--- src/rtl/plss_mul2.sv ---
`timescale 1ns / 1ps
// plss_mul2: two-stage unsigned multiplier; a b wider than 32 bits is split
// into its low 32 bits and the rest, partial products then sum. Depends on nothing.
module plss_mul2 #(
	parameter int AW = 32,
	parameter int BW = 32
) (
	input  logic             clk,
	input  logic             en,
	input  logic [AW-1:0]    a,
	input  logic [BW-1:0]    b,
	output logic [AW+BW-1:0] p
);

	logic [AW+BW-1:0] p_s2;

	if (BW > 32) begin : g_split
		localparam int HW = BW - 32;
		logic [AW+31:0]   lo_s1;
		logic [AW+HW-1:0] hi_s1;
		always_ff @(posedge clk) begin
			if (en) begin
				lo_s1 <= a * b[31:0];
				hi_s1 <= a * b[BW-1:32];
				p_s2  <= (AW+BW)'(lo_s1) + ((AW+BW)'(hi_s1) << 32);
			end
		end
	end else begin : g_one
		logic [AW+BW-1:0] p_s1;
		always_ff @(posedge clk) begin
			if (en) begin
				p_s1 <= a * b;
				p_s2 <= p_s1;
			end
		end
	end

	assign p = p_s2;

endmodule

--- config.mk ---
export PLATFORM = sky130hd
export DESIGN_NAME = plss_mul2
export DESIGN_NICKNAME = d
export VERILOG_FILES = /design/src/rtl/plss_mul2.sv
export SDC_FILE = /design/constraint.sdc
export NUM_CORES = 2
export LEC_CHECK = 0
export ABC_AREA = 1
export BUFFER_PORTS_ARGS = -buffer_cell sky130_fd_sc_hd__buf_4
export CORE_MARGIN = 4
export CORE_UTILIZATION = 65
export DETAILED_ROUTE_END_ITERATION = 12
export PLACE_DENSITY = 0.83
export SLEW_MARGIN = 15
export SYNTH_ARGS = -nofsm -noshare
export SYNTH_HDL_FRONTEND = slang
export SYNTH_SLANG_ARGS = --single-unit
export TNS_END_PERCENT = 5
--- constraint.sdc ---
create_clock -name clk -period 8 [get_ports clk]
set_input_delay 0.8 -clock clk [delete_from_list [all_inputs] [get_ports clk]]
set_output_delay 0.8 -clock clk [all_outputs]
set_load 0.01 [all_outputs]
**Word-level counts from Yosys, hierarchy flattened**

Index checks and enable logic that the tools add are counted.

- Bits in registers: 128
- Bits in latches: 0
- Bits in writable memories: 0
- Bits in read-only memories: 0
- Output and inout bits: 64
- Memories: 0

- Add/subtract/negate cells: 0
- Multipliers: 1
- Divide/modulo/power cells: 0
- Magnitude comparators: 0
- Eq/ne operators: 0
- Shifts and indexed selects: 0
- Mux-type cells: 0
- Bitwise gates (word level): 0
- Reduce and logical (&&, ||, !) cells: 0

Operators by type and width:

| kind | count |
|---|---|
| $mul A32 B32 Y64 | 1 |

**Logic depth before layout (Yosys ltp)**

- Depth in word-level cells: 1
- Depth in mapped cells: 30
- Mapped depth without buffers: 29

**Worst setup path after synthesis**

No wires, ideal clock.

- Path type: input -> register
- From: input port a[25]
- To: register g_one.p_s1[60], data pin
- Arrival time: 6.498 ns
- Data required time: 7.748 ns
- Setup slack: 1.250 ns
- Cell stages on the path: 26
- Path buffers: 1
- Cell sequence: clkbuf_1 > nand2_1 > fa_1 > inv_1 > fa_1 > inv_1 > fa_1 > inv_1 > fa_1 > fa_1 > fa_1 > fa_1 > inv_1 > fa_1 > inv_1 > ha_1 > nand2_1 > nand2_1 > a21oi_1 > nand2_1 > nand2_1 > nand2_1 > a21oi_1 > nand2_1 > nand2_1 > nand2_1

- Word-level cells in the longest chain between the ends: 1

RTL lines:

| element | RTL line | text |
|---|---|---|
| start: declaration | 10 | `input logic [AW-1:0] a,` |
| $mul A32 B32 Y64 | 32 | `p_s1 <= a * b;` |
| end signal: assignment | 32 |  |
| end: declaration | 29 | `logic [AW+BW-1:0] p_s1;` |

Every way passes these cells.
A chain may end at the register's enable or synchronous reset.

**Final worst setup path**

- From: input port a[23]
- To: register g_one.p_s1[54], data pin

The elaborated chain is that of the path after synthesis.

==> results <==
- The overflow left after global routing is 0.
- The insertion delay of the later-clocked pin in the worst-skew pair is 0.41 ns.
- The clock tree synthesis step divided the H-tree into 4 levels.
- The maximum clock skew at final layout is between 0.006 and 0.007 ns.
- Buffers placed on the I/O ports in this run total between 100 and 150.
- The post-route netlist has approximately 5% of its cells at a drive strength greater than 1.
- The pin count of the biggest net entering global routing is approximately 90.
- The floorplan die height is approximately 260 µm.
- The routability-driven placement congestion ratio is 0.985.
- The run finished with clean final reports.
- The via count of the first global-routing pass is 33700.
- Leaving out fill and tap cells, the most frequent cells in the layout are 1723 x sky130_fd_sc_hd__inv_1, 1559 x sky130_fd_sc_hd__nand2_1, 896 x sky130_fd_sc_hd__fa_1.
- The worst pin sits at a relative slew slack of between 30% and 40%.
- For this design, the sink count on the clock tree is about 130.
- Measured in cells, the most critical reg-to-reg path has a length of 0.
- The placement row count is 90.
- The mean instance size in the synthesized netlist is between 7 and 8 µm².
- The endpoint arrival time on the critical path is 7.40 ns.
- The hold buffer count at cts is 0.
- The top cell type's share of synthesized area is 44.9%.
- The initial antenna violation count is 1.
- The post-route clock period utilization is between 90% and 100%.
- The data required time at the worst endpoint is ~8.2 ns.
- The most common cell after layout, fill and taps aside is sky130_fd_sc_hd__inv_1.
- The wire length of the first global-routing pass is between 150000 and 200000 µm.
- The worst setup path is launched from a primary input.
- The largest total area in the synthesized netlist belongs to sky130_fd_sc_hd__fa_1.
- For the pin with the worst max-slew slack, the measured transition is 1.04 ns.
- The standard cell core area is 60600 µm².
- Of the synthesized area, sequential elements account for under 10%.
- The count of buffers added by post-CTS timing repair for setup is 0.
- In the routed design, unresolved DRC markers number 0.
- Static timing analysis puts the maximum clock frequency at about 140 MHz.
- The detail route stage leaves a number of antenna-violating nets equal to 0.
- The register bit total from synthesis is about 130.
- The master cell of the clock root buffer is sky130_fd_sc_hd__clkbuf_16.
- The final count of hold timing violations is 0.
- TritonCTS built the clock tree.
- The distinct cell type count after synthesis is 23.
- Setup slack on the worst reg-to-reg path comes out at between 7 and 8 ns.
- The die area is about 66000 µm².
- Clock-pin slew was measured on the worst setup and hold paths at 0.06 ns.
- The via count normalized by instance count is approximately 5.3.
- The number of nets in the synthesized netlist is 6308.
- The total CTS buffers is 17.
- Wires add up to between 100000 and 150000 µm.
- The number of instances in the synthesized netlist is between 5000 and 6000.
- The most critical setup path has its startpoint at a[23].
- The terminus of the critical flop-to-flop path is p[51].
- The maximum fanout along the worst path is 21.
- The worst register-to-register path begins at g_one.p_s1[51].
- Sorting the synthesized cells by area gives the leading types as sky130_fd_sc_hd__fa_1 45%, sky130_fd_sc_hd__inv_1 16%, sky130_fd_sc_hd__nand2_1 15%.
- The number of gates resized after CTS was 0.
- In this run the count of I/O pins placed on the die edge is between 100 and 150.
- The number of slew-limit violations in the final report is 0.
- For the finished layout, the period the worst path requires is between 7 and 8 ns.
- Setup violations remaining at the end of the flow were counted as 0.
- The global routing usage summed across all routing layers is 32.9%.
- The overall via count from detail_route is 31200.
- The initial DRC count is 2569.
- The effective utilization at floorplan is 66.0%.
- The summed instance area of the synthesized netlist is roughly 40000 µm².
- STA classifies the critical path endpoint as a flop.
- Detailed placement finished with a half-perimeter wire length of approximately 85000 µm.
- Dividing the detail-routed wire length by the instance count gives ~18 µm.
- Setup repair after global routing left no endpoint under its margin.
- The max-capacitance violation count is 0.
- The maximum clock path buffer count is 2.
- Setup total negative slack on the finished layout was measured at 0 ns.
- The length of the first detailed-routing pass in iterations is 8.
- The most critical setup path has its endpoint at g_one.p_s1[54].
- The kind of critical path is in2reg.
- The class of the tightest hold or removal check is reg2reg.
- The total of warnings raised by yosys is 0.
- The final layout contains 6287 nets.
- The area growth from synthesis to layout is 5.00%.
- The floorplan step set the die width to around 260 µm.
worst max-delay path, cell delays in order:
cell                      delay (ns)
sky130_fd_sc_hd__buf_4          0.30
sky130_fd_sc_hd__buf_4          0.28
sky130_fd_sc_hd__nand2_1        0.11
sky130_fd_sc_hd__fa_1           0.51
sky130_fd_sc_hd__inv_1          0.06
sky130_fd_sc_hd__fa_1           0.53
sky130_fd_sc_hd__inv_1          0.06
sky130_fd_sc_hd__fa_1           0.53
sky130_fd_sc_hd__inv_1          0.05
sky130_fd_sc_hd__fa_1           0.48
sky130_fd_sc_hd__fa_1           0.58
sky130_fd_sc_hd__fa_1           0.43
sky130_fd_sc_hd__fa_1           0.52
sky130_fd_sc_hd__inv_1          0.06
sky130_fd_sc_hd__fa_1           0.47
sky130_fd_sc_hd__inv_1          0.04
sky130_fd_sc_hd__ha_1           0.42
sky130_fd_sc_hd__nand2_2        0.15
sky130_fd_sc_hd__nor2_2         0.17
sky130_fd_sc_hd__inv_2          0.08
sky130_fd_sc_hd__nor2_2         0.25
sky130_fd_sc_hd__nand2_1        0.16
sky130_fd_sc_hd__nor2_1         0.11
sky130_fd_sc_hd__nand2_1        0.08
sky130_fd_sc_hd__nand4_1        0.09
sky130_fd_sc_hd__nand2_1        0.07
registers in the layout, summed over array words and instances, names as in the netlist:
name	cells
g_one.p_s1	64
p	64
logic make-up (layout without fill, tap and decap cells):
group                      after synthesis  in the layout  share of synthesized area [%]
AOI/OAI and AO/OA                       59             59                          0.823
and+or+nand+nor                       1776           1776                           17.6
DFF                                    128            128                           9.62
adders and majority gates             1159           1159                           53.1
buffers and inverters                 1925           1917                           18.1
xor gates and xnor gates                36             36                          0.789
other                                    0              1                              0
layout make-up:
class,count,area (µm²)
fillers,4779,18600
inverters,1733,6500
clock buffers,17,425
flip-flops and latches,128,3840
well taps,782,978
clock inverters,15,158
repair buffers,152,1150
diodes,1,2.50
multi-input cells,3030,28900
worst min-delay path by stage:
stage              startpoint     to  cells past startpoint
4_1_cts        g_one.p_s1[54]  p[54]                      0
3_3_place_gp   g_one.p_s1[45]  p[45]                      0
5_1_grt        g_one.p_s1[44]  p[44]                      0
2_1_floorplan   g_one.p_s1[0]   p[0]                      0
3_5_place_dp   g_one.p_s1[13]  p[13]                      0
6_report        g_one.p_s1[4]   p[4]                      0
through the flow:
stage	hold WS, ns	worst slack (ns)	instance area [µm²]	utilization (%)	instances
after floorplan	0.400	1.25	40000	-	5083
after global placement	0.401	0.357	41400	68.3	5825
after detailed placement	0.405	0.366	41400	68.3	5825
after CTS	0.416	0.794	42000	69.3	5857
after global routing	0.419	0.459	42000	69.3	5858
final	0.417	0.762	42000	69.3	5858
synthesized netlist by cell type:
library cell / number
sky130_fd_sc_hd__edfxtp_1: 128
sky130_fd_sc_hd__o21bai_1: 11
sky130_fd_sc_hd__nand2_2: 16
sky130_fd_sc_hd__nor2_1: 73
sky130_fd_sc_hd__nand2_1: 1559
sky130_fd_sc_hd__nor2_2: 23
sky130_fd_sc_hd__nand4_1: 16
sky130_fd_sc_hd__o21bai_2: 1
sky130_fd_sc_hd__o21ai_0: 2
sky130_fd_sc_hd__nand3_2: 7
sky130_fd_sc_hd__inv_2: 10
sky130_fd_sc_hd__nand3_1: 59
sky130_fd_sc_hd__nor3_2: 7
sky130_fd_sc_hd__ha_1: 263
sky130_fd_sc_hd__nor3_4: 1
sky130_fd_sc_hd__inv_1: 1723
sky130_fd_sc_hd__xor2_1: 32
sky130_fd_sc_hd__clkbuf_1: 192
sky130_fd_sc_hd__nor3_1: 10
sky130_fd_sc_hd__xnor2_1: 4
sky130_fd_sc_hd__nor2_4: 5
sky130_fd_sc_hd__a21oi_1: 45
sky130_fd_sc_hd__fa_1: 896
layer usage:
layer	wire (µm)	global-route usage [%]	vias to the layer above
li1	-	-	13900
met1	36400	40.2	15200
met2	51500	56.1	1603
met3	8960	5.06	475
met4	7310	18.6	0
met5	0	0	-
Power is not shown: default switching activity piles up to over one toggle a cycle in this logic, so the estimate is an artifact.
