<file path="src/rtl/plss_sqrt_cell.sv">
`timescale 1ns / 1ps
// plss_sqrt_cell: one digit-by-digit integer square root step for root
// bit K, registered. Depends on nothing.
module plss_sqrt_cell #(
	parameter int W  = 16,
	parameter int K  = 0,
	parameter int SW = 1
) (
	input  logic           clk,
	input  logic           arst_n,
	input  logic           en,
	input  logic           prev_valid,
	input  logic [2*W-1:0] prev_rem,
	input  logic [W-1:0]   prev_root,
	input  logic [SW-1:0]  prev_side,
	output logic           next_valid,
	output logic [2*W-1:0] next_rem,
	output logic [W-1:0]   next_root,
	output logic [SW-1:0]  next_side
);

	localparam int TW = 2 * W + 1;

	logic [TW-1:0] t;
	logic ge;
	logic [2*W-1:0] rem_n, rem_s1;
	logic [W-1:0] root_n, root_s1;
	logic [SW-1:0] side_s1;
	logic valid_s1;

	// (root + 2^K)^2 - root^2, root holding only bits above K
	always_comb begin
		t      = (TW'(prev_root) << (K + 1)) | (TW'(1) << (2 * K));
		ge     = {1'b0, prev_rem} >= t;
		rem_n  = ge ? (prev_rem - t[2*W-1:0]) : prev_rem;
		root_n = ge ? (prev_root | (W'(1) << K)) : prev_root;
	end

	always_ff @(posedge clk or negedge arst_n) begin
		if (!arst_n) valid_s1 <= 1'b0;
		else if (en) valid_s1 <= prev_valid;
	end

	always_ff @(posedge clk) begin
		if (en) begin
			rem_s1  <= rem_n;
			root_s1 <= root_n;
			side_s1 <= prev_side;
		end
	end

	assign next_valid = valid_s1;
	assign next_rem   = rem_s1;
	assign next_root  = root_s1;
	assign next_side  = side_s1;

endmodule

</file>
<file path="config.mk">
export PLATFORM = sky130hd
export DESIGN_NAME = plss_sqrt_cell
export DESIGN_NICKNAME = d
export VERILOG_FILES = /design/src/rtl/plss_sqrt_cell.sv
export SDC_FILE = /design/constraint.sdc
export NUM_CORES = 1
export LEC_CHECK = 0
export ABC_AREA = 1
export BUFFER_PORTS_ARGS = -buffer_cell sky130_fd_sc_hd__buf_2
export CORE_ASPECT_RATIO = 1.1
export CORE_MARGIN = 4
export CORE_UTILIZATION = 53
export DETAILED_ROUTE_END_ITERATION = 10
export PLACE_DENSITY = 0.81
export SLEW_MARGIN = 25
export SYNTH_ARGS = -nofsm -noshare
export SYNTH_HDL_FRONTEND = slang
export SYNTH_SLANG_ARGS = --single-unit
</file>
<file path="constraint.sdc">
create_clock -name clk -period 0.85 [get_ports clk]
set_input_delay 0.085 -clock clk [delete_from_list [all_inputs] [get_ports clk]]
set_output_delay 0.085 -clock clk [all_outputs]
set_load 0.02 [all_outputs]
</file>
==> summary.json, run 1 <==
{
  "die-width_um": 88.3,
  "initial_utilization_pct": 55.8,
  "worst_path_end_type": "register input",
  "cts_max_path_buffers": 2,
  "cts_made_buffers": 5,
  "net_count_after_synthesis": 547,
  "buffer_ports.inserted": 102,
  "floorplan.io_pins": 103,
  "htree_num_levels": 2,
  "postSynthRegisterBits": 50,
  "synthDistinctLibCells": 29,
  "synth-warning-count": 0,
  "post_synthesis_cell_area_um2": 3760,
  "outcome": "did not finish",
  "cts_root_buffer": "clkbuf_8",
  "stop_stage": "global routing (5_1_grt)",
  "first-error": "[ERROR GRT-0232] Routing congestion too high. Check the congestion heatmap in the GUI.",
  "grtUsageTotal_pct": 50.5,
  "fp.dieH_um": 96.4,
  "grt_start_max_net_pins": 17,
  "postGrtWorstEndpoint": "next_rem[5]$_DFFE_PP_/D",
  "grt_overflow_total": 1,
  "dp.final_hpwl_um": 9250,
  "syn_inst": 476,
  "sequential_area_share_after_synthesis_pct": 39.8,
  "placement_rows": 31,
  "clock_sink_count": 50,
  "synth_area_per_cell_um2": 7.91,
  "globalplace.congestion": 0.969
}
[timing repair]
action,CTS
endpoints found under the setup margin,83
setup buffers,5
hold endpoints to repair,18
gates resized for setup,81
pin swaps,14
hold buffers,18
[logic make-up after synthesis]
logic type	Yosys count	synth area share, %
muxes	1	0.299
buffers and inverters	87	10.4
adders and majority gates	18	6.18
xor gates and xnor gates	16	3.72
DFF	50	39.8
AOI/OAI and AO/OA	42	8.54
and+or+nand+nor	262	31.1
[cell usage after synthesis (all sizes together)]
library cell	n	area, um^2
clkinv	1	5.00
dfrtp	1	25.0
fa	1	20.0
a21oi	27	195
edfxtp	49	1470
xor2	6	52.6
nor2	43	209
o21ai	14	119
nand2	175	729
nor3	9	50.1
a21boi	1	7.51
nand4	3	18.8
mux2	1	11.3
inv	82	315
ha	17	213
or2	2	12.5
xnor2	10	87.6
buf	4	71.3
nand3	30	150
[metrics by stage]
stage          instance area, um^2  worst slack, ns  cells  TNS [ns]
3_3_place_gp                  5370           -0.918    759    -29.42
2_1_floorplan                 4010           -0.724    476    -22.88
4_1_cts                       5990           -0.581    790    -21.97
3_5_place_dp                  5370           -0.998    759    -31.44
[layer usage]
layer,GRT overflow,track usage [%]
met5,0,3.90
met4,0,45.8
met1,0,51.3
met3,0,22.9
met2,1,76.7
==> run 2: changes to the inputs <==
- CORE_ASPECT_RATIO: 1.1 -> unset
- CORE_UTILIZATION: 53 -> 40
- PLACE_DENSITY: 0.81 -> unset
- PLACE_DENSITY_LB_ADDON: unset -> 0.15
==> run 2 against run 1 <==
The flow now finishes, with violations (setup timing). Synthesized cell count unchanged. Area after synthesis is the same.
==> summary.json, run 2 <==
{
  "final-instance-count-excl-fill": 834,
  "origin_of_the_worst_min_delay_path": "prev_root[0]",
  "buffer_ports.inserted": {"value": 102, "change": "unchanged"},
  "initial_utilization": {"value": 40.9, "unit": "%", "change": "-15 points"},
  "timing.max_cap.violations": 0,
  "routedWlPerCell_um": 14.1,
  "fp.coreArea_um2": 9200,
  "synth-warning-count": {"value": 0, "change": "unchanged"},
  "worst_r2r_startpoint": "next_valid",
  "critical_path_arrival_ns": 1.58,
  "clock_tree_from_tritoncts": "built",
  "timing.setup.tns_ns": -23.65,
  "leading_cell_type_in_the_layout_fill_and_taps_excluded": "nand2_1",
  "timing.final.crit_period_ns": 1.50,
  "netlist.top_cell.by_area": "edfxtp_1",
  "grt_pass1_wl_um": 19000,
  "power.internal_w": 0.00525,
  "totalPowerFinal_w": 0.00787,
  "outcome": "finished with violations",
  "synthTopCellsByCount": "150 x nand2_1, 77 x inv_1, 49 x edfxtp_1",
  "fp.dieH": {"value": 105, "unit": "um", "change": "+8.9%"},
  "worst_hold_path.endpoint": "next_root[0]",
  "stdcell_area_um2": 6490,
  "insertion_delay_ns": 0.31,
  "detail-route-antenna-nets": 0,
  "dp_cells": {"value": 788, "change": "+3.8%"},
  "cts_root_buffer": "clkbuf_8",
  "firstDrtPassIters": 6,
  "grt_overflow_total": 0,
  "cts_made_buffers": {"value": 5, "change": "unchanged"},
  "synth_edf_count": {"value": 49, "change": "unchanged"},
  "dominantRegCellSynth": "edfxtp_1",
  "dpl-instance-area": {"value": 5420, "unit": "um^2", "change": "+0.91%"},
  "max_slew.worst_pin.slew_ns": 0.283,
  "report.final.setup_viol": 84,
  "netSwitchingPower_w": 0.00261,
  "synthDistinctLibCells": {"value": 29, "change": "unchanged"},
  "timing.fmax_ghz": 0.665,
  "share_of_post_route_cells_with_drive_strength_above_1_pct": 53.5,
  "grtUsageTotal_pct": 21.3,
  "drt-initial-drc-count": 100,
  "crit_path_end_kind": "register",
  "layout_worst_path_cycle_share_pct": 177,
  "p_leak_nw": 3.09,
  "worst_slack_ns": -0.653,
  "postSynthRegisterBits": {"value": 50, "change": "unchanged"},
  "fillerInstances": 732,
  "worst-r2r-setup-slack_ns": -0.05,
  "htree_num_levels": {"value": 2, "change": "unchanged"},
  "ys_async_sr_fraction": {"value": 2.00, "unit": "%", "change": "unchanged"},
  "timing.final.hold_violations": 0,
  "p_sw_share_pct": 33.2,
  "die-width": {"value": 105, "unit": "um", "change": "+19%"},
  "regToRegEndpoint": "next_valid",
  "hold_class": "input port to register",
  "yosys.cell_count.top_type": "nand2_1",
  "syn_to_final_growth_pct": 72.5,
  "num_antenna_cells": 0,
  "grt_start_max_net_pins": 15,
  "synth_area_per_cell": {"value": 7.91, "unit": "um^2", "change": "unchanged"},
  "critical_path.max_fanout": 3,
  "net_count_after_synthesis": {"value": 547, "change": "unchanged"},
  "placement_rows": {"value": 35, "change": "+13%"},
  "clk_pin_slew_worst_paths_ns": 0.10,
  "route.detailed.drc": 0,
  "first_global_vias": 3983,
  "globalplace.congestion": {"value": 0.894, "change": "-7.7%"},
  "pwr-share-comb_pct": 42.1,
  "grt_setup_unrepaired": "yes",
  "layout_common_cells": "122 x nand2_1, 114 x buf_4, 60 x inv_1, 53 x buf_2, 49 x edfxtp_1",
  "synth_top_cells_by_area": "edfxtp_1 39%, nand2_1 15%, inv_1 7.7%",
  "detail_route.vias_per_cell": 4.68,
  "cts_max_path_buffers": {"value": 2, "change": "unchanged"},
  "clock_sink_count": {"value": 50, "change": "unchanged"},
  "layout.nets": 793,
  "design.die.area_um2": 11000,
  "violations": "setup timing",
  "post_synthesis_cell_area": {"value": 3760, "unit": "um^2", "change": "unchanged"},
  "report.final.slew_viol_count": 0,
  "ff2ff_path_depth": 2,
  "holdPathStages": 3,
  "finalHoldWorstSlack_ns": 0.0622,
  "p_clk_share_pct": 18.0,
  "pwr-share-seq_pct": 39.9,
  "timing.clock.skew_ns": 0,
  "pwr_density_cell_nw_per_um2": 1210,
  "drt_wl_total_um": 11800,
  "dr_total_vias": 3906,
  "number_of_antenna_violations_at_the_first_check_in_global_routing": 0,
  "synthDominantCellAreaShare": {"value": 39.1, "unit": "%", "change": "unchanged"},
  "largest_register_ff_count": 32,
  "crit_path_start_kind": "input port",
  "maxSlewHeadroom_pct": 81.0,
  "syn_inst": {"value": 476, "change": "unchanged"},
  "timing.setup.critical_path_class": "input port to register",
  "sequential_area_share_after_synthesis": {"value": 39.8, "unit": "%", "change": "unchanged"},
  "floorplan.io_pins": {"value": 103, "change": "unchanged"},
  "ir_worst_vdd_mv": 0.669,
  "dp.final_hpwl": {"value": 8740, "unit": "um", "change": "-5.5%"},
  "required_ns": 0.93
}
[run 2: cell type report]
class / count / area, um^2 / area share, %
Multi-Input combinational cell: 339 / 2380 / 36.7
Timing Repair Buffer: 243 / 2050 / 31.6
Clock buffer: 8 / 80.1 / 1.23
Tap cell: 111 / 139 / 2.14
Sequential cell: 50 / 1500 / 23.0
Inverter: 83 / 345 / 5.32
[run 2: kinds of logic (layout without fill, tap and decap cells)]
kind of cell             after synthesis  in the layout  share of synthesized area [%]
flip-flops                            50             50                           39.8
buffers and inverters                 87            334                           10.4
adder cells (fa/ha/maj)               18             18                           6.18
XOR/XNOR                              16             16                           3.72
multiplexers                           1              1                          0.299
AO/OA/AOI/OAI                         42             42                           8.54
AND/OR/NAND/NOR                      262            262                           31.1
[run 2: worst max-delay path by stage]
stage,cells after the start,slack [ns],start,to
CTS,13,-0.60,prev_rem[1],next_rem[0]
floorplan,12,-0.72,prev_rem[1],next_root[0]
global route,16,-0.72,prev_root[0],next_rem[16]
finish,13,-0.65,prev_rem[1],next_rem[0]
global placement,12,-0.94,prev_rem[1],next_rem[18]
detailed placement,12,-0.96,prev_rem[1],next_rem[18]
[run 2: power by group through the flow]
| stage | clock, W | combinational, W | sequential, W |
|---|---|---|---|
| 3_3_place_gp | 0 | 0.00266 | 0.00315 |
| 2_1_floorplan | 0 | 0.00113 | 0.00352 |
| 6_report | 0.00142 | 0.00331 | 0.00314 |
| 4_1_cts | 0.00146 | 0.00312 | 0.00312 |
| 5_1_grt | 0.00154 | 0.00358 | 0.00316 |
| 3_5_place_dp | 0 | 0.00269 | 0.00315 |
[run 2: what timing repair did]
action,4_1_cts,5_1_grt
setup buffers,15,5
gates cloned,2,0
setup endpoints to repair,83,83
hold buffers,18,0
pin swaps,16,15
gates resized for setup,104,65
hold endpoints to repair,18,0
[run 2: metal layers]
metal / GRT usage, % / up-vias / share of wire (%)
li1: - / 2000 / -
met5: 0 / - / 0
met3: 2.90 / 16 / 4.3
met1: 27.3 / 1796 / 44
met2: 37.4 / 94 / 50
met4: 5.81 / 0 / 1.7
[run 2: critical path: stages]
cell and delay [ns]:
buf_8 0.11, fa_2 0.40, nand2_2 0.09, nand2_4 0.06, nand3_2 0.08, nand2_2 0.07, nand2_2 0.06, nand2_2 0.05
nand2_2 0.07, nand2_4 0.08, buf_4 0.15, buf_4 0.14, xor2_1 0.13
[run 2: through the flow]
stage          utilization (%)  setup WS (ns)
2_1_floorplan                -         -0.724
3_3_place_gp              59.0         -0.939
3_5_place_dp              59.0         -0.959
4_1_cts                   68.1         -0.600
5_1_grt                   70.6         -0.720
6_report                  70.6         -0.653
Power figures use the tool's default switching activity.
