File: config.mk
export PLATFORM = sky130hd
export DESIGN_NAME = plss_cordic_cell
export DESIGN_NICKNAME = d
export VERILOG_FILES = /design/src/rtl/plss_pkg.sv /design/src/rtl/plss_cordic_cell.sv
export SDC_FILE = /design/constraint.sdc
export NUM_CORES = 1
export LEC_CHECK = 0
export ABC_AREA = 1
export BUFFER_PORTS_ARGS = -buffer_cell sky130_fd_sc_hd__buf_2
export CAP_MARGIN = 15
export CORE_AREA = 5 5 190 192
export DETAILED_ROUTE_END_ITERATION = 10
export DIE_AREA = 0 0 195 197
export SYNTH_ARGS = -nofsm -noshare
export SYNTH_HDL_FRONTEND = slang
export SYNTH_SLANG_ARGS = --single-unit
export TNS_END_PERCENT = 20
File: constraint.sdc
create_clock -name clk -period 1.1 [get_ports clk]
set_clock_uncertainty 0.2 [all_clocks]
set_input_delay 0.11 -clock clk [delete_from_list [all_inputs] [get_ports clk]]
set_output_delay 0.11 -clock clk [all_outputs]
set_load 0.01 [all_outputs]
File: src/rtl/plss_pkg.sv
`timescale 1ns / 1ps
// plss_pkg: shared types, constants and the CORDIC step-angle table for the
// projectile launch speed solver. No dependencies.
package plss_pkg;

	localparam int COORD_BITS        = 16;
	localparam int DX_BITS           = COORD_BITS + 1;
	localparam int ANGLE_BITS        = 14;
	localparam int SPEED_BITS        = 16;
	localparam int TIME_BITS         = 24;
	localparam int CORDIC_STAGES_DEF = 16;
	localparam int CW                = 34;   // CORDIC datapath width

	localparam logic [ANGLE_BITS-1:0] ANGLE_MIN   = 14'd1;
	localparam logic [ANGLE_BITS-1:0] ANGLE_MAX   = 14'd8999;
	localparam logic [ANGLE_BITS-1:0] ANGLE_RESET = 14'd4500;

	localparam logic [17:0] CDEG_TO_Q30 = 18'd187403;    // 0.01 deg -> rad, Q30
	localparam logic [29:0] GAIN_Q30    = 30'd652032874; // 1/K, Q30
	localparam logic [30:0] ONE_Q30     = 31'h4000_0000;
	localparam logic [29:0] G_Q16       = 30'd642688614; // 9806.65 mm/s^2, Q16
	localparam logic [39:0] US2_PER_S2  = 40'd1000000000000;

	typedef struct packed {
		logic signed [COORD_BITS-1:0] start_x;
		logic signed [COORD_BITS-1:0] start_y;
		logic signed [COORD_BITS-1:0] target_x;
		logic signed [COORD_BITS-1:0] target_y;
	} req_t;

	typedef struct packed {
		logic [SPEED_BITS-1:0] launch_speed;
		logic [TIME_BITS-1:0]  flight_time;
		logic                  no_solution;
	} res_t;

	// atan(2^-i) in Q30; 2^(30-i) once the small-angle form is exact enough
	function automatic logic signed [CW-1:0] step_angle(input int i);
		logic signed [CW-1:0] r;
		r = '0;
		case (i)
			0: r = CW'(32'h3243F6A8);
			1: r = CW'(32'h1DAC6705);
			2: r = CW'(32'h0FADBAFC);
			3: r = CW'(32'h07F56EA6);
			4: r = CW'(32'h03FEAB76);
			5: r = CW'(32'h01FFD55B);
			6: r = CW'(32'h00FFFAAA);
			7: r = CW'(32'h007FFF55);
			8: r = CW'(32'h003FFFEA);
			9: r = CW'(32'h001FFFFD);
			default: begin
				if (i <= 30) r = CW'(1) << (30 - i);
				else r = '0;
			end
		endcase
		return r;
	endfunction

endpackage

File: src/rtl/plss_cordic_cell.sv
`timescale 1ns / 1ps
// plss_cordic_cell: one rotation-mode CORDIC micro-rotation, registered.
// Depends on plss_pkg.
module plss_cordic_cell #(
	parameter int STAGE = 0,
	parameter int SW    = 1
) (
	input  logic                            clk,
	input  logic                            arst_n,
	input  logic                            en,
	input  logic                            prev_valid,
	input  logic signed [plss_pkg::CW-1:0]  prev_x,
	input  logic signed [plss_pkg::CW-1:0]  prev_y,
	input  logic signed [plss_pkg::CW-1:0]  prev_z,
	input  logic [SW-1:0]                   prev_side,
	output logic                            next_valid,
	output logic signed [plss_pkg::CW-1:0]  next_x,
	output logic signed [plss_pkg::CW-1:0]  next_y,
	output logic signed [plss_pkg::CW-1:0]  next_z,
	output logic [SW-1:0]                   next_side
);

	localparam logic signed [plss_pkg::CW-1:0] ANG = plss_pkg::step_angle(STAGE);

	logic signed [plss_pkg::CW-1:0] xs, ys, x_n, y_n, z_n;
	logic signed [plss_pkg::CW-1:0] x_s1, y_s1, z_s1;
	logic [SW-1:0] side_s1;
	logic valid_s1;

	always_comb begin
		xs = prev_x >>> STAGE;
		ys = prev_y >>> STAGE;
		if (!prev_z[plss_pkg::CW-1]) begin
			x_n = prev_x - ys;
			y_n = prev_y + xs;
			z_n = prev_z - ANG;
		end else begin
			x_n = prev_x + ys;
			y_n = prev_y - xs;
			z_n = prev_z + ANG;
		end
	end

	always_ff @(posedge clk or negedge arst_n) begin
		if (!arst_n) valid_s1 <= 1'b0;
		else if (en) valid_s1 <= prev_valid;
	end

	always_ff @(posedge clk) begin
		if (en) begin
			x_s1    <= x_n;
			y_s1    <= y_n;
			z_s1    <= z_n;
			side_s1 <= prev_side;
		end
	end

	assign next_valid = valid_s1;
	assign next_x     = x_s1;
	assign next_y     = y_s1;
	assign next_z     = z_s1;
	assign next_side  = side_s1;

endmodule

; Yosys cells after proc, flatten, opt, wreduce, memory -nomap -nowiden
; Cells that the tools add are included.
[classes]
bitwise_logic = 0
n_shift = 0
reduce_logical = 0
div = 0
n_addsub = 5
n_lt_le_gt_ge = 0
mul = 0
mux = 3
eq_ne = 0
[op_table]
columns = operator, n
row1 = two-way mux 34 bit, 3
row2 = subtractor 34 bit, 2
row3 = adder 34 x 31 -> 34 bit (second input constant), 1
row4 = adder 34 bit, 1
row5 = subtractor 34 x 31 -> 34 bit (second input constant), 1
[word_totals]
mem_bits_ro = 0
input_bits = 107
register_bits = 104
mem_count = 0
latchBits = 0
output_inout_bits = 104
ram_bits = 0

; Depth between registers and ports, before layout
; Gate-level depths: netlist of the first run.
[depth]
ltp_word = 2
ltp_mapped = 17

; Worst setup path after synthesis of the first run
; No wires, ideal clock.
[synth_path]
path_kind = in2reg
from = in prev_z[33] (netlist bit)
to = reg z_s1 (netlist bit next_z[25]), data pin
setup_ns = 0.259
t_arrival_ns = 2.255
slack_ns = -1.613
n_path_buf = 2
path_stages = 11
required_ns = 0.641
cell_sequence = clkbuf_1 -> inv_2 -> buf_1 -> ha_1 -> a21oi_1 -> nand2_1 -> a21oi_1 -> o21ai_0 -> nand3_1 -> nand2_1 -> xor2_1
[synth_via]
elab_chain_cells = 1
[synth_lines]
columns = element, line
row1 = "start, declared", plss_cordic_cell.sv:14  ; input logic signed [plss_pkg::CW-1:0] prev_z,
row2 = two-way mux 34 bit, plss_cordic_cell.sv:33  ; if (!prev_z[plss_pkg::CW-1]) begin
row3 = "named net z_n, one bit", plss_cordic_cell.sv:25  ; logic signed [plss_pkg::CW-1:0] xs, ys, x_n, y_n, z_n;
row4 = "end signal, assigned", plss_cordic_cell.sv:53  ; z_s1 <= z_n;
row5 = "end, declared", plss_cordic_cell.sv:26  ; logic signed [plss_pkg::CW-1:0] x_s1, y_s1, z_s1;
; The timed path passes the listed nets, and every way through them passes these cells.
; A chain may end at the register's enable or synchronous reset.

; Worst setup path in the final report of the first run
[layout_path]
from = in prev_x[0] (netlist bit)
to = reg x_s1 (netlist bit next_x[22]), data pin
[layout_via]
elab_chain_cells = 2
elab_cells_between_ends = 3
classes_between = add/sub (2) / mux (1)
[layout_lines]
columns = element, line
row1 = "start, declared", plss_cordic_cell.sv:12  ; input logic signed [plss_pkg::CW-1:0] prev_x,
row2 = subtractor 34 bit or adder 34 bit (tied branches), "plss_cordic_cell.sv:34, plss_cordic_cell.sv:38"
row3 = two-way mux 34 bit *, plss_cordic_cell.sv:33
row4 = "named net x_n, one bit", plss_cordic_cell.sv:25
row5 = "end signal, assigned", plss_cordic_cell.sv:51  ; x_s1 <= x_n;
row6 = "end, declared", plss_cordic_cell.sv:26
; Mark *: on every way through the listed nets, which the timed path passes. The rest lies on a longest branch.

==> flow_summary.yaml, run 1 <==
outcome:
  outcome: "complete, but fails checks"
  violations: "hold timing, setup timing"
yosys:
  synth-seq-area-share_pct: 25.5
  syn_inst: 1857
  synth_seq_cells: 103
  syn_nets: 2097
  synth_ff_type: "edfxtp_1"
  async_flop_share_pct: 0.971
  yosysUniqueCellTypes: 42
  syn_area_mm2: 0.0121
  synth_edf_count: 102
  yosysWarnings: 0
  synth.avg_cell_area_um2: 6.53
clock_tree:
  numClockSinks: 103
  root_buffer: "clkbuf_16"
  h-tree-depth: 3
  cts_hold_buf: 9
  numCtsBuffers: 9
  clockBufferDepth: 2
  clk_pin_slew_ns: 0.09
  cts_tree: "done"
  clk_latency_ns: 0.38
timing:
  tightest_slew_ns: 0.639
  period_needed_ns: 1.83
  hold-worst-slack_ns: -0.0669
  fmax_ghz: 0.548
  setup_viol: 199
  min_period_over_period_pct: 166
  setup_ws_ns: -0.726
  rsz0062_at_grt: "yes"
  finalMaxSlewViolations: 0
  relSlewSlack_pct: 57.4
  hold_viol_final: 1
global_routing:
  grt.total_usage_pct: 25.5
  grtUsageMet3_pct: 3.73
  antenna_found_initial: 0
  grt-ovfl-total: 0
  grt_pass1_wl_um: 78300
  grt_pass1_vias: 15142
  use_met1_pct: 32.6
  grt_use_met2_pct: 44.6
  grt_max_degree: 61
  busiest_layer: "met2"
routing:
  drtAntennaViolNets: 0
  vias_per_cell: 5.11
  wl_per_cell_um: 17.7
  drc: 0
  wl_um: 53000
  drtPass1Iterations: 6
  drt-initial-drc-count: 887
  vias: 15280
pwr:
  leakage_nw: 10.1
  power_density_mw_per_mm2: 945
  vdd_drop_max_mv: 0.739
finish:
  layout.nets: 2771
  nFillCells: 2983
  multiInputGateArea_mm2: 0.0107
  fin_util_pct: 61.4
  area_growth_syn_to_layout_pct: 73.2
  seqCellArea_mm2: 0.00309
  drive_gt1_share_pct: 52.5
  stdcell_count: 2991
  antenna_cells: 0
placement:
  port_buffers: 210
  place_inst: 2913
  dp_hpwl_um: 40700
  routabilityCongestion: 0.956
critical_path:
  worst-endpoint-arrival_ns: 1.78
  reg2reg_from: "next_valid"
  r2r_cells: 1
  crit_fanout: 3
  worstSetupPathType: "primary input to flip-flop"
  critPathLaunch: "prev_x[0]"
  worstSetupEndpointType: "flip-flop"
  crit_required_ns: 1.05
  start_kind: "primary input"
run:
  timing.max_cap.violations: 0
floorplanning:
  initial_core_util_pct: 35.5
  rows: 68
  core_mm2: 0.0342
  die-height_um: 197
  fp.dieW_um: 195
  dieArea_mm2: 0.0384
  ios: 211
worst_hold_path:
  worstHoldStart: "prev_z[4]"
  hold_path.class: "primary input to flip-flop"
  min_path_cells: 2
## synthesized netlist by cell type, types with 2 or more instances
| cell type | number | share of area [%] |
|---|---|---|
| xnor2_1 | 4 | 0.29 |
| edfxtp_1 | 102 | 25 |
| nand2_1 | 545 | 17 |
| or2_2 | 5 | 0.26 |
| o22ai_1 | 7 | 0.36 |
| nand3_1 | 177 | 7.3 |
| nor4_1 | 7 | 0.36 |
| o21ai_1 | 5 | 0.21 |
| a31oi_1 | 2 | 0.10 |
| buf_4 | 18 | 1.1 |
| nor2_2 | 4 | 0.21 |
| nor3_1 | 22 | 0.91 |
| buf_6 | 2 | 0.19 |
| buf_1 | 3 | 0.093 |
| o21bai_1 | 17 | 1.1 |
| inv_2 | 2 | 0.062 |
| ha_1 | 129 | 13 |
| a21oi_1 | 153 | 6.3 |
| o211ai_1 | 5 | 0.31 |
| o21ai_0 | 102 | 4.2 |
| a21o_1 | 8 | 0.50 |
| nand3b_1 | 5 | 0.31 |
| o21a_1 | 11 | 0.68 |
| xor2_1 | 44 | 3.2 |
| buf_2 | 13 | 0.54 |
| nor2_1 | 149 | 4.6 |
| nand4_1 | 17 | 0.88 |
| fa_1 | 4 | 0.66 |
| inv_1 | 275 | 8.5 |
| clkbuf_1 | 8 | 0.25 |
## routing by layer
metal | vias up | part of all wire, %
met1 | 7206 | 42
met4 | 0 | 3.3
li1 | 7400 | -
met5 | - | 0
met3 | 106 | 6.3
met2 | 568 | 48
## power by group
part / total (mW) / switching (mW) / internal [mW]
Clock: 3.37 / 1.80 / 1.57
Combinational: 11.3 / 6.25 / 5.01
Sequential: 5.23 / 0.162 / 5.07
Total: 19.9 / 8.21 / 11.6
## path summary, 6_finish.rpt
kind / end / slack, ns
worst min-delay path: next_z[4] / -0.07
worst max register to register: next_valid / 0.17
max in group asynchronous: next_valid / 0.25
worst max-delay path: next_x[22] / -0.73
min in group asynchronous: next_valid / 0.35
worst min register to register: next_valid / 0.30
## layout make-up
type / instances / area share [%]
multi-input combinational: 1431 / 51.1
timing repair buffer: 709 / 25.0
sequential: 103 / 14.7
inverter: 277 / 5.18
tap: 455 / 2.71
clock buffer: 9 / 1.07
clock inverter: 7 / 0.268
## registers in the layout, indices dropped and copies added, names as in the netlist
signal / flops
next_x: 34
next_z: 34
next_y: 33
next_side: 1
next_valid: 1
## critical path: stages
cell	delay (ns)
buf_8	0.09
inv_2	0.05
ha_4	0.15
fa_2	0.40
inv_2	0.12
nand2_1	0.06
o211ai_1	0.15
nand2_1	0.13
nand2_2	0.14
nand2_1	0.10
nand2_1	0.07
nand2_1	0.05
nand3_1	0.06
nand2_1	0.07
## layout by cell type, fill, tap and decap left out, types with 41 or more instances in the layout
cell type | netlist | routed
buf_4 | 18 | 460
nand2_1 | 545 | 369
inv_1 | 275 | 199
buf_2 | 13 | 176
nand3_1 | 177 | 136
nand2_2 | 1 | 131
edfxtp_1 | 102 | 102
ha_1 | 129 | 78
a21oi_2 | 0 | 72
nor2_1 | 149 | 68
inv_2 | 2 | 62
a21oi_1 | 153 | 53
nor2_2 | 4 | 47
ha_4 | 0 | 47
buf_6 | 2 | 46
nand2_4 | 0 | 43
o21ai_1 | 5 | 41
## cells by family after synthesis
kind of cell    Yosys count  share of synthesized area [%]
fa+ha+maj               133                           14.0
flops                   103                           25.5
buf+inv                 323                           10.9
mux                       2                          0.175
compound gates          312                           13.9
simple gates            936                           32.2
xor+xnor                 48                           3.47
## per-stage QoR
stage	hold slack [ns]	instance area [µm²]	setup slack [ns]	TNS (ns)	power (mW)
floorplan	-0.386	12200	-0.909	-70.44	9.52
global placement	-0.316	16900	-1.46	-114.28	13.7
detailed placement	-0.312	16900	-1.46	-115.58	13.8
CTS	-0.0873	19300	-0.688	-65.75	18.5
global route	-0.0695	21000	-0.801	-75.02	20.9
finish	-0.0669	21000	-0.726	-64.82	19.9
## timing repair
action / CTS / global route
pin swaps: 119 / 158
hold endpoints to repair: 9 / 1
endpoints found under the setup margin: 199 / 199
buffers inserted: 32 / 28
cloned: 0 / 0
resized for setup: 496 / 422
Power figures use the tool's default switching activity.
==> inputs of run 2 (changes only) <==
Settings changed: CORE_AREA 5 5 190 192 to 5 5 201 203, DIE_AREA 0 0 195 197 to 0 0 206 208.
==> run 2 against run 1 <==
The flow still finishes with violations (hold timing, setup timing); critical path depth decreased by 2; critical endpoint is now next_y[17]; first-iteration DRC count increased by 5.6%; largest power group unchanged; core utilization decreased by 5.5 points; flip-flop and latch count unchanged; worst setup slack got worse by 0.0076 ns.
==> flow_summary.yaml, run 2 (synthesized netlist as in run 1, its figures left out) <==
routing:
  vias: 15135
  drc: 0
  drtAntennaViolNets: 0
  drtPass1Iterations: 5
  vias_per_cell: 4.94
  drt-initial-drc-count: 937
  wl_per_cell_um: 17.5
  wl_um: 53500
placement:
  port_buffers: 210
  dp_hpwl_um: 41800
  pre_cts_ws_ns: -1.44
  routabilityCongestion: 0.990
  placed_area_mm2: 0.0171
critical_path:
  path_delay_family: "compound AO/OA/AOI/OAI gates"
  cp_common_cell: "inv_2"
  path_cells: "buf_2 > inv_2 > ha_4 > inv_2 > a21oi_2 > nand2_2 > a21oi_4 > nand3_4 > buf_12 > xor2_2 > nand2_1 > o21ai_1"
  cp_num_buf_inv: 4
  cp_slowest_cell: "ha_4"
  worstSetupPathType: "primary input to flip-flop"
  start_kind: "primary input"
  max_stage_delay_ns: 0.35
  crit_required_ns: 1.05
  worstSetupEndpointType: "flip-flop"
  worst-endpoint-arrival_ns: 1.79
  crit_fanout: 7
global_routing:
  grt_use_met2_pct: 41.7
  use_met1_pct: 30.7
  busiest_layer: "met2"
  grt_pass1_wl_um: 80100
  antenna_found_initial: 0
  grtUsageMet3_pct: 2.43
  grt-ovfl-total: 0
  grt.total_usage_pct: 23.6
  grt_max_degree: 73
  grt_pass1_vias: 15293
timing:
  tightest_slew_ns: 0.661
  hold-worst-slack_ns: -0.0884
  fmax_ghz: 0.546
  setup_ws_ns: -0.733
  relSlewSlack_pct: 55.9
  rsz0062_at_grt: "yes"
  setup_viol: 198
  hold_viol_final: 6
  finalMaxSlewViolations: 0
  min_period_over_period_pct: 167
  period_needed_ns: 1.83
floorplanning:
  rows: 72
  initial_core_util_pct: 31.7
  core_mm2: 0.0383
  fp.dieW_um: 206
  dieArea_mm2: 0.0428
  ios: 211
  die-height_um: 208
clock_tree:
  cts_hold_buf: 9
  cts_tree: "done"
  clk_latency_ns: 0.39
  numClockSinks: 103
  numCtsBuffers: 9
  clk_pin_slew_ns: 0.08
  h-tree-depth: 3
  clockBufferDepth: 2
  root_buffer: "clkbuf_16"
pwr:
  p_total_mw: 20.3
  sw_frac_of_total_pct: 40.7
  clock_power_share_pct: 17.6
  power_density_mw_per_mm2: 949
  seq_power_share_pct: 25.8
  switchingPower_mw: 8.26
  internal_power_mw: 12.0
  vdd_drop_max_mv: 0.817
  combPwrFrac_pct: 56.6
  leakage_nw: 10.1
finish:
  drive_gt1_share_pct: 54.5
  finalInstanceArea_mm2: 0.0214
  layout_commonest_cell: "buf_4"
  mostFrequentLayoutCells: "buf_4, nand2_1, inv_1"
  multiInputGateArea_mm2: 0.0110
  area_growth_syn_to_layout_pct: 76.5
  nFillCells: 3423
  seqCellArea_mm2: 0.00309
  layout.nets: 2779
  antenna_cells: 0
run:
  timing.max_cap.violations: 0
outcome:
  violations: "hold timing, setup timing"
  outcome: "complete, but fails checks"
worst_hold_path:
  hold_path.class: "primary input to flip-flop"
[run 2: changes by cell type in the layout (fill, tap and decap cells not counted), sizes merged]
cell      previous run  this run
bufinv               0         1
inv                277       278
clkinvlp             3         1
clkbuf              11        12
clkinv               4         3
buf                698       706
[run 2: final cells by class]
class                           instances  area share (%)
Tap cell                              518            3.03
Timing Repair Buffer                  717            24.6
Multi-Input combinational cell       1431            51.3
Inverter                              277            5.16
Clock buffer                           10            1.07
Clock inverter                          6           0.357
Sequential cell                       103            14.4
[run 2: worst paths after layout]
check                            from    endpoint  slack [ns]  cells past startpoint
hold reg to reg            next_valid  next_valid        0.32                      1
hold / removal                     en  next_x[33]       -0.09                      1
setup / recovery           prev_x[16]  next_y[17]       -0.73                     12
setup reg to reg           next_valid  next_valid        0.16                      1
min in group asynchronous      arst_n  next_valid        0.35                      3
max in group asynchronous      arst_n  next_valid        0.25                      3
[run 2: layer usage]
layer  routed length, µm  vias up
met2               26600      479
met5                   0        -
li1                    -     7445
met4                1030        0
met1               22900     7152
met3                2970       59
[run 2: power by group through the flow]
stage	logic (mW)	clock network (mW)	registers, mW
2_1_floorplan	3.90	0	5.62
3_3_place_gp	8.58	0	5.31
3_5_place_dp	8.65	0	5.32
4_1_cts	10.2	3.69	5.24
5_1_grt	12.3	3.87	5.29
6_report	11.5	3.58	5.23
[run 2: repair_timing]
action / in CTS / in global routing
resized for setup: 548 / 408
cloned: 0 / 1
hold endpoints to repair: 14 / 6
endpoints found under the setup margin: 199 / 199
pin swaps: 118 / 175
buffers inserted: 35 / 14
[run 2: per-stage QoR]
stage	setup TNS [ns]	hold WS, ns	util (%)	instances
floorplan	-70.44	-0.386	-	1857
global placement	-115.14	-0.316	44.6	2990
global route	-74.71	-0.0889	55.9	3062
detailed placement	-116.76	-0.313	44.6	2990
finish	-65.44	-0.0884	55.9	3062
CTS	-64.08	-0.0924	51.6	3047
